<file path="src/hdl/flsk_pkg.sv">
package flsk_pkg;

  localparam int unsigned NUM_HEIGHTS = 4;

  localparam logic [10:0] DIST_MUL    = 11'd1126;
  localparam int unsigned DIST_SHIFT  = 12;
  localparam logic [8:0]  DIST_MAX_Q4 = 9'd480;
  localparam logic [8:0]  SPIKE_Q4    = 9'd24;
  localparam logic [1:0]  FORCE_PHASE = 2'd2;
  localparam logic [1:0]  PHASE_WRAP  = 2'd3;

  localparam logic [2:0] CFG_HEIGHT0 = 3'd0;
  localparam logic [2:0] CFG_HEIGHT1 = 3'd1;
  localparam logic [2:0] CFG_HEIGHT2 = 3'd2;
  localparam logic [2:0] CFG_HEIGHT3 = 3'd3;
  localparam logic [2:0] CFG_DRIVE   = 3'd4;

  typedef logic [NUM_HEIGHTS-1:0][9:0] height_arr_t;

  typedef struct packed {
    logic        req_type;
    logic [1:0]  floor;
    logic [15:0] echo_us;
  } in_item_t;

  typedef struct packed {
    logic       motor_on;
    logic       motor_up;
    logic [7:0] drive_pwm;
    logic [8:0] distance_q4;
    logic [1:0] current_floor;
    logic       arrived;
    logic       sample_rejected;
    logic       busy_res;
  } out_item_t;

  // classified item handed from front to back
  typedef struct packed {
    logic       go;
    logic       floor_ok;
    logic [1:0] floor;
    logic [8:0] dist_q4;
    logic       rejected;
  } cmd_t;

endpackage

</file>
<file path="src/hdl/floor_seek_motor_controller_unit.sv">
// channel  | direction | handshake          | payload
// in_      | input     | in_valid/in_stall   | in_item_t: req_type, floor, echo_us
// out_     | output    | out_valid/out_stall | out_item_t: motor/pwm/distance/flags
// cfg_     | input     | cfg_we              | cfg_index (3b), cfg_wdata (10b)
//
// One item per cycle sustained while out_stall stays low. Front converts and filters in
// the accept cycle; the item is written into the queue, then back pops it, updates motion
// state and registers the result. A 2-entry queue sits between them; in_stall rises only
// when it is full. Synchronous active-low reset; no clearing pass.
module floor_seek_motor_controller_unit #(
  parameter int FLOORS = 4
) (
  input  logic                clk,
  input  logic                rst_n,
  input  logic                in_valid,
  output logic                in_stall,
  input  flsk_pkg::in_item_t  in_data,
  output logic                out_valid,
  input  logic                out_stall,
  output flsk_pkg::out_item_t out_data,
  input  logic                cfg_we,
  input  logic [2:0]          cfg_index,
  input  logic [9:0]          cfg_wdata
);
  import flsk_pkg::*;

  height_arr_t heights_r, heights_nxt;
  logic [7:0]  drive_r, drive_nxt;
  logic        q_full, q_empty, q_push, q_pop;
  cmd_t        push_cmd, head_cmd;

  always_comb begin
    heights_nxt = heights_r;
    drive_nxt   = drive_r;
    if (cfg_we) begin
      unique case (cfg_index)
        CFG_HEIGHT0: heights_nxt[0] = cfg_wdata;
        CFG_HEIGHT1: heights_nxt[1] = cfg_wdata;
        CFG_HEIGHT2: heights_nxt[2] = cfg_wdata;
        CFG_HEIGHT3: heights_nxt[3] = cfg_wdata;
        CFG_DRIVE:   drive_nxt      = cfg_wdata[7:0];
        default: begin
        end
      endcase
    end
  end

  always_ff @(posedge clk) begin
    if (!rst_n) begin
      heights_r <= '0;
      drive_r   <= 8'd255;
    end else begin
      heights_r <= heights_nxt;
      drive_r   <= drive_nxt;
    end
  end

  flsk_front #(
    .FLOORS(FLOORS)
  ) u_front (
    .clk      (clk),
    .rst_n    (rst_n),
    .in_valid (in_valid),
    .in_stall (in_stall),
    .in_data  (in_data),
    .q_full   (q_full),
    .q_push   (q_push),
    .q_cmd    (push_cmd)
  );

  flsk_queue u_queue (
    .clk      (clk),
    .rst_n    (rst_n),
    .push     (q_push),
    .push_cmd (push_cmd),
    .pop      (q_pop),
    .full     (q_full),
    .empty    (q_empty),
    .head_cmd (head_cmd)
  );

  flsk_back u_back (
    .clk         (clk),
    .rst_n       (rst_n),
    .q_empty     (q_empty),
    .q_cmd       (head_cmd),
    .q_pop       (q_pop),
    .heights     (heights_r),
    .drive_level (drive_r),
    .out_valid   (out_valid),
    .out_stall   (out_stall),
    .out_data    (out_data)
  );

endmodule

</file>
<file path="src/hdl/flsk_front.sv">
module flsk_front #(
  parameter int FLOORS = 4
) (
  input  logic               clk,
  input  logic               rst_n,
  input  logic               in_valid,
  output logic               in_stall,
  input  flsk_pkg::in_item_t in_data,
  input  logic               q_full,
  output logic               q_push,
  output flsk_pkg::cmd_t     q_cmd
);
  import flsk_pkg::*;

  localparam logic [3:0] FLOORS_W = 4'(FLOORS);

  logic [8:0]  last_dist_r, last_dist_nxt;
  logic [1:0]  phase_r, phase_nxt;
  logic [26:0] prod;
  logic [14:0] raw;
  logic [8:0]  dist_clip;
  logic [8:0]  diff;
  logic [1:0]  phase;
  logic        reject;
  logic        accept;

  assign in_stall = q_full;
  assign accept   = in_valid & ~q_full;

  always_comb begin
    prod      = {11'd0, in_data.echo_us} * {16'd0, DIST_MUL};
    raw       = prod[26:DIST_SHIFT];
    dist_clip = (raw > {6'd0, DIST_MAX_Q4}) ? 9'd0 : raw[8:0];
    diff      = (dist_clip > last_dist_r) ? (dist_clip - last_dist_r)
                                          : (last_dist_r - dist_clip);
    phase  = (phase_r == PHASE_WRAP) ? 2'd0 : phase_r;
    reject = (phase != FORCE_PHASE) && (diff > SPIKE_Q4);
    phase_nxt     = accept ? phase + 2'd1 : phase_r;
    last_dist_nxt = (accept && !reject) ? dist_clip : last_dist_r;
  end

  always_comb begin
    q_push         = accept;
    q_cmd.go       = in_data.req_type;
    q_cmd.floor    = in_data.floor;
    q_cmd.floor_ok = {2'b00, in_data.floor} < FLOORS_W;
    q_cmd.dist_q4  = reject ? last_dist_r : dist_clip;
    q_cmd.rejected = reject;
  end

  always_ff @(posedge clk) begin
    if (!rst_n) begin
      last_dist_r <= '0;
      phase_r     <= '0;
    end else begin
      last_dist_r <= last_dist_nxt;
      phase_r     <= phase_nxt;
    end
  end

endmodule

</file>
<file path="src/hdl/flsk_queue.sv">
module flsk_queue (
  input  logic           clk,
  input  logic           rst_n,
  input  logic           push,
  input  flsk_pkg::cmd_t push_cmd,
  input  logic           pop,
  output logic           full,
  output logic           empty,
  output flsk_pkg::cmd_t head_cmd
);
  import flsk_pkg::*;

  cmd_t       mem_r [2];
  logic       wr_ptr_r, wr_ptr_nxt;
  logic       rd_ptr_r, rd_ptr_nxt;
  logic [1:0] count_r, count_nxt;
  logic       do_push, do_pop;

  assign full     = (count_r == 2'd2);
  assign empty    = (count_r == 2'd0);
  assign head_cmd = mem_r[rd_ptr_r];
  assign do_push  = push & ~full;
  assign do_pop   = pop & ~empty;

  always_comb begin
    wr_ptr_nxt = do_push ? ~wr_ptr_r : wr_ptr_r;
    rd_ptr_nxt = do_pop ? ~rd_ptr_r : rd_ptr_r;
    count_nxt  = count_r + {1'b0, do_push} - {1'b0, do_pop};
  end

  always_ff @(posedge clk) begin
    if (do_push) begin
      mem_r[wr_ptr_r] <= push_cmd;
    end
  end

  always_ff @(posedge clk) begin
    if (!rst_n) begin
      wr_ptr_r <= 1'b0;
      rd_ptr_r <= 1'b0;
      count_r  <= 2'd0;
    end else begin
      wr_ptr_r <= wr_ptr_nxt;
      rd_ptr_r <= rd_ptr_nxt;
      count_r  <= count_nxt;
    end
  end

endmodule

</file>
<file path="src/hdl/flsk_back.sv">
module flsk_back (
  input  logic                  clk,
  input  logic                  rst_n,
  input  logic                  q_empty,
  input  flsk_pkg::cmd_t        q_cmd,
  output logic                  q_pop,
  input  flsk_pkg::height_arr_t heights,
  input  logic [7:0]            drive_level,
  output logic                  out_valid,
  input  logic                  out_stall,
  output flsk_pkg::out_item_t   out_data
);
  import flsk_pkg::*;

  logic      moving_r, moving_nxt;
  logic      going_up_r, going_up_nxt;
  logic [1:0] target_r, target_nxt;
  logic [1:0] reached_r, reached_nxt;
  logic      out_valid_r, out_valid_nxt;
  out_item_t out_data_r, out_data_nxt;
  logic [9:0] dist_w;
  logic [9:0] h_target;
  logic      done;
  logic      arrived;
  logic      busy;

  assign q_pop     = ~q_empty & (~out_valid_r | ~out_stall);
  assign out_valid = out_valid_r;
  assign out_data  = out_data_r;

  always_comb begin
    dist_w       = {1'b0, q_cmd.dist_q4};
    h_target     = heights[target_r];
    done         = going_up_r ? (dist_w >= h_target) : (dist_w <= h_target);
    moving_nxt   = moving_r;
    going_up_nxt = going_up_r;
    target_nxt   = target_r;
    reached_nxt  = reached_r;
    arrived      = 1'b0;
    busy         = 1'b0;
    if (q_pop) begin
      if (moving_r) begin
        if (done) begin
          moving_nxt  = 1'b0;
          reached_nxt = target_r;
          arrived     = 1'b1;
        end
        busy = q_cmd.go;
      end else if (q_cmd.go && q_cmd.floor_ok) begin
        target_nxt   = q_cmd.floor;
        going_up_nxt = heights[q_cmd.floor] > dist_w;
        moving_nxt   = 1'b1;
      end
    end
  end

  always_comb begin
    out_data_nxt                 = out_data_r;
    out_valid_nxt                = out_valid_r & out_stall;
    if (q_pop) begin
      out_valid_nxt                = 1'b1;
      out_data_nxt.motor_on        = moving_nxt;
      out_data_nxt.motor_up        = moving_nxt & going_up_nxt;
      out_data_nxt.drive_pwm       = moving_nxt ? drive_level : 8'd0;
      out_data_nxt.distance_q4     = q_cmd.dist_q4;
      out_data_nxt.current_floor   = reached_nxt;
      out_data_nxt.arrived         = arrived;
      out_data_nxt.sample_rejected = q_cmd.rejected;
      out_data_nxt.busy_res        = busy;
    end
  end

  always_ff @(posedge clk) begin
    out_data_r <= out_data_nxt;
  end

  always_ff @(posedge clk) begin
    if (!rst_n) begin
      moving_r    <= 1'b0;
      going_up_r  <= 1'b0;
      target_r    <= 2'd0;
      reached_r   <= 2'd0;
      out_valid_r <= 1'b0;
    end else begin
      moving_r    <= moving_nxt;
      going_up_r  <= going_up_nxt;
      target_r    <= target_nxt;
      reached_r   <= reached_nxt;
      out_valid_r <= out_valid_nxt;
    end
  end

endmodule
</file>
<file path="config.mk">
export PLATFORM = sky130hd
export DESIGN_NAME = floor_seek_motor_controller_unit
export DESIGN_NICKNAME = d
export VERILOG_FILES = /design/src/hdl/flsk_pkg.sv /design/src/hdl/floor_seek_motor_controller_unit.sv /design/src/hdl/flsk_front.sv /design/src/hdl/flsk_queue.sv /design/src/hdl/flsk_back.sv
export SDC_FILE = /design/constraint.sdc
export NUM_CORES = 1
export LEC_CHECK = 0
export ABC_AREA = 0
export BUFFER_PORTS_ARGS = -buffer_cell sky130_fd_sc_hd__buf_2
export CORE_MARGIN = 8
export CORE_UTILIZATION = 33
export DETAILED_ROUTE_END_ITERATION = 8
export GPL_TIMING_DRIVEN = 0
export PLACE_DENSITY = 0.55
export SYNTH_ARGS = -nofsm -noshare
export SYNTH_HDL_FRONTEND = slang
export SYNTH_SLANG_ARGS = --single-unit
</file>
<file path="constraint.sdc">
create_clock -name clk -period 10.45 [get_ports clk]
set_input_delay 0.5225 -clock clk [delete_from_list [all_inputs] [get_ports clk]]
set_output_delay 0.5225 -clock clk [all_outputs]
set_load 0.05 [all_outputs]
</file>
; ---- Word-level counts from Yosys, hierarchy flattened
; Memories as Yosys holds them, arrays and structs flattened. A register that Yosys moved wholly into a read port is not among the register bits.
; Index checks and enable logic that the tools add are counted.
[totals]
register_bits = 94
ram_bits = 26
output_inout_bits = 26
memories = 1
[classes]
n_addsub = 5
n_mul = 1
magnitude_cmp = 8
n_eq_ne = 7
muxes = 25
n_bitwise = 14
reduce_logical = 12
[mem_list]
columns = memory, depth, width, read_ports, rd_ports_with_merged_regs, write_ports, line
row1 = u_queue.mem_r, 2, 13, 1, 1, 1, flsk_queue.sv:13  ; cmd_t mem_r [2];
[ops]
columns = cell, count
row1 = binary-select mux 10 bit (select 2 bit), 2
row2 = two-way mux 9 bit, 3
row3 = multiplier 16 x 10 -> 26 bit (second input constant), 1
row4 = two-way mux 10 bit, 2
row5 = subtractor 9 bit, 2
row6 = greater-than comparator 15 x 9 -> 1 bit (second input constant), 1
row7 = two-way mux 1 bit, 14
row8 = greater-or-equal comparator 9 x 10 -> 1 bit, 1
row9 = greater-than comparator 10 x 9 -> 1 bit, 1
row10 = less-or-equal comparator 9 x 10 -> 1 bit, 1
row11 = AND reduction 2 bit, 5
row12 = greater-than comparator 9 x 5 -> 1 bit (second input constant), 1
row13 = greater-than comparator 9 bit, 1
row14 = two-way mux 2 bit, 4
row15 = inverter 1 bit, 7
row16 = bitwise AND 1 bit, 6
row17 = equality test 3 x 2 -> 1 bit (second input constant), 2
row18 = < comparator 2 x 3 -> 1 bit (second input constant), 2
row19 = equality test 2 bit (second input constant), 2
row20 = equality test 3 x 1 -> 1 bit (second input constant), 1
row21 = equality test 3 bit (second input constant), 1
row22 = logical NOT 3 bit, 1
row23 = AND reduction 3 bit, 1
row24 = adder 2 x 1 -> 2 bit, 1
row25 = 8 further kinds, 9

; ---- Longest topological paths before layout
[logic_depth]
word_depth = 9
mapped_depth = 35
ltp_nobuf = 31

; ---- Modules after synthesis
; Synthesis repeated with hierarchy kept, for this count alone.
[hier_totals]
cells_unflattened = 957
hier_area_um2 = 9507.9
[modules_own_cells]
columns = module, n_inst, cells_each, area_per_inst_um2, seq_area_each_um2
row1 = flsk_front, 1, 518, 4246.6, 220.2
row2 = flsk_back, 1, 190, 2184.6, 860.8
row3 = floor_seek_motor_controller_unit, 1, 179, 1833.0, 960.9
row4 = flsk_queue, 1, 70, 1243.7, 940.9

; ---- Least setup slack after synthesis
; No wires, ideal clock.
[synth_path]
path_type = in2reg
start = input in_data[9] in the netlist's numbering
end = memory u_queue.mem_r[0][6] in the netlist's numbering (data pin)
arrival_time_ps = 7535
setup_slack_ps = 2642
path_stages = 32
cell_sequence = ha_1 -> ha_1 -> fa_1 -> fa_1 -> inv_1 -> fa_1 -> inv_1 -> ha_1 -> clkbuf_1 -> a21oi_1 -> o21ai_1 -> or2_1 -> o22ai_1 -> xor2_1 -> a41o_1 -> nor4_1 -> or4b_1 -> buf_2 -> buf_6 -> or2_1 -> ha_1 -> clkbuf_1 -> and3_1 -> o21ai_0 -> a31oi_1 -> xor2_1 -> or4_1 -> mux2i_1 -> nor2_1 -> clkbuf_1 -> nand2_1 -> o31ai_1
[synth_rtl]
columns = item, line
row1 = "start, declared", floor_seek_motor_controller_unit.sv:17  ; input flsk_pkg::in_item_t in_data,
row2 = "end, declared", flsk_queue.sv:13

==> flow_summary.toml <==
[status]
status = "finished, final reports clean"

[synthesis]
synth_area_sq_um = 9250
synthCells = 971
ys_types = 64
async_flop_share_pct = 0
synth_commonest_cells = "nand2_1, ha_1, inv_1"
syn-num-nets = 1165
synthTopCellsByArea = "ha_1, edfxtp_1, dfxtp_1"
synthFlopType = "dfxtp_1"
synth_top_cell_by_area = "ha_1"
synth-seq-area-share_pct = 31.6
netlist.area_leader.share_pct = 16.6
synth.most_common_cell = "nand2_1"
synth_edf_count = 50
ys_warn_count = 0
ys_ff_latch = 121
avgSynthCellArea_sq_um = 9.52

[timing]
rsz0062_at_grt = "false"
max_freq_ghz = 0.114
hold_violations = 0
relSlewSlack_pct = 23.8
fin_tns_setup_ns = 0
skew_ns = 0.00519
setup_viol = 0
period_minus_slack_ns = 8.80
worst_pin_slew_ns = 1.14
slew_violations = 0
period_share_pct = 84.3

[drt]
top_layer_used = "met4"
wl_per_cell_um = 15.4
vias_per_cell = 4.91
vias = 7087
wirelength_um = 22200
wl_met3_um = 886
antenna_left = 0
drt_iter0_markers = 414
route.detailed.drc = 0
drtPass1Iterations = 4
route.met2.wl_um = 10700
drt-met1-wl_um = 10300

[placed_design]
finalWeightedCongestion = 0.821
dp.cells = 1410
portBuffers = 60
hpwl_um = 17500

[clocking]
cts_resized = 0
postCtsSetupBuffers = 0
cts.sinks = 121
numCtsBuffers = 17
insertion_delay_ns = 0.41
h-tree-depth = 4
cts_tree = "done"
max-clock-path-buffers = 2
clk_pin_slew_ns = 0.05
cts_hold_buf = 0
cts-root-buf = "clkbuf_16"

[floorplanning]
die_x_um = 183
dieArea_sq_um = 33600
start_util_pct = 33.4
die_h_um = 183
ios = 63
fp-row-count = 61
core_region_area_sq_um = 27700

[global_routing]
track_usage_pct = 13.8
antenna_found_initial = 0
grt_max_degree = 24
grt_pass1_wl_um = 37500
grt_pass1_vias = 7213
grt-ovfl-total = 0

[setup_path]
cp-end-kind = "flop"
crit_fanout = 10
cp-start-kind = "input port"
cp_num_buf_inv = 9
critical-path-slowest-cell = "or4_1"
crit_path_max_incr_delay_ns = 0.55
crit_type = "in -> reg"
crit_arrival_ns = 8.98
crit_required_ns = 10.63
critPathTopFamily = "adder cells"

[worst_hold_path]
min-delay-path-class = "in -> reg"

[layout]
insertedDiodeCount = 0
syn_to_final_growth_pct = 15.5
nets = 1245
fin_cells = 1442
drive_above_1_share_pct = 11.7
utilization_pct = 38.5

[power_and_ir_drop]
design_power_total_mw = 2.92
peakVddDrop_mv = 0.144
power_density_nw_per_um2 = 274
leakage_nw = 4.60

[flow_run]
drv_cap = 0
-- report_power, final --
| part | internal [mW] | switching, mW |
|---|---|---|
| sequential | 0.613 | 0.0309 |
| clock | 0.406 | 0.199 |
| combinational | 0.559 | 1.11 |
| total | 1.58 | 1.34 |
-- cells by family after synthesis --
kind of cell    after synthesis  share of synthesized area [%]
simple gates                285                           14.5
compound gates              196                           14.4
fa+ha+maj                   157                           24.0
buf+inv                     152                           6.43
mux                          40                           7.08
xor+xnor                     20                           1.98
flops                       121                           31.6
-- metal layers --
metal / up-vias / track usage [%]
met2: 126 / 23.8
li1: 3563 / -
met4: 0 / 4.03
met5: - / 0
met3: 22 / 2.06
met1: 3376 / 17.8
-- placed cells by master (no fill, tap or decap), types with 18 or more instances in the layout --
cell and n:
inv_1 117, nor2_1 34, clkbuf_1 29, nand3_1 21
dfxtp_1 71, a21oi_1 32, clkbuf_16 18, and2_1 21
buf_2 61, nand2_1 139, ha_1 123, mux4_2 20
fa_1 34, a21boi_0 42, edfxtp_1 50, o21ai_0 26
-- worst paths after layout --
path / to / slack (ns) / cells after the start / start
worst max-delay path: u_queue.mem_r[0][9] / 1.65 / 33 / in_data[5]
worst min-delay path: u_queue.mem_r[0][12] / 0.31 / 1 / in_data[18]
worst max register to register: u_back.out_data[22] / 6.16 / 14 / flop
worst min register to register: drive_r[7] / 0.46 / 2 / drive_r[7]
-- cell type report --
class                   instances  area, sq um
clock buffers                  24          503
well taps                     378          473
clock inverters                 8          116
inverters                     118          443
flip-flops and latches        121         2920
multi-input cells             698         5740
fillers                      2770        17000
plain buffers                  34          151
repair buffers                 61          328
-- worst register-to-register path, stage by stage, from the launching register on --
cell      delay (ns)
dfxtp_1         0.30
clkbuf_1        0.23
mux2i_1         0.38
buf_1           0.69
mux4_2          0.62
ha_1            0.30
nor2b_1         0.13
o21a_1          0.16
o21a_1          0.16
o21a_1          0.16
o21a_1          0.15
o21ai_0         0.23
a221o_1         0.23
a31oi_1         0.11
and2_1          0.19
-- stage by stage --
stage / hold slack, ns / cell area (sq um) / setup WS (ns)
3_5_place_dp: 0.448 / 10100 / 1.17
6_report: 0.312 / 10700 / 1.65
3_3_place_gp: 0.446 / 10000 / 1.29
2_1_floorplan: 0.432 / 9250 / 2.64
4_1_cts: 0.297 / 10700 / 1.61
5_1_grt: 0.293 / 10700 / 1.02
-- state kept, by name, indices dropped and copies added, names as in the netlist, named ones only --
name and flops:
heights_r 40, u_queue.mem_r 26, u_back.out_data 24, u_front.last_dist_r 9
drive_r 8, u_back.reached_r 2, u_back.target_r 2, u_front.phase_r 2
u_queue.count_r 2, u_back.going_up_r 1, u_back.moving_r 1, u_back.out_valid 1
u_queue.rd_ptr_r 1, u_queue.wr_ptr_r 1
(Power assumes the default switching activity.)
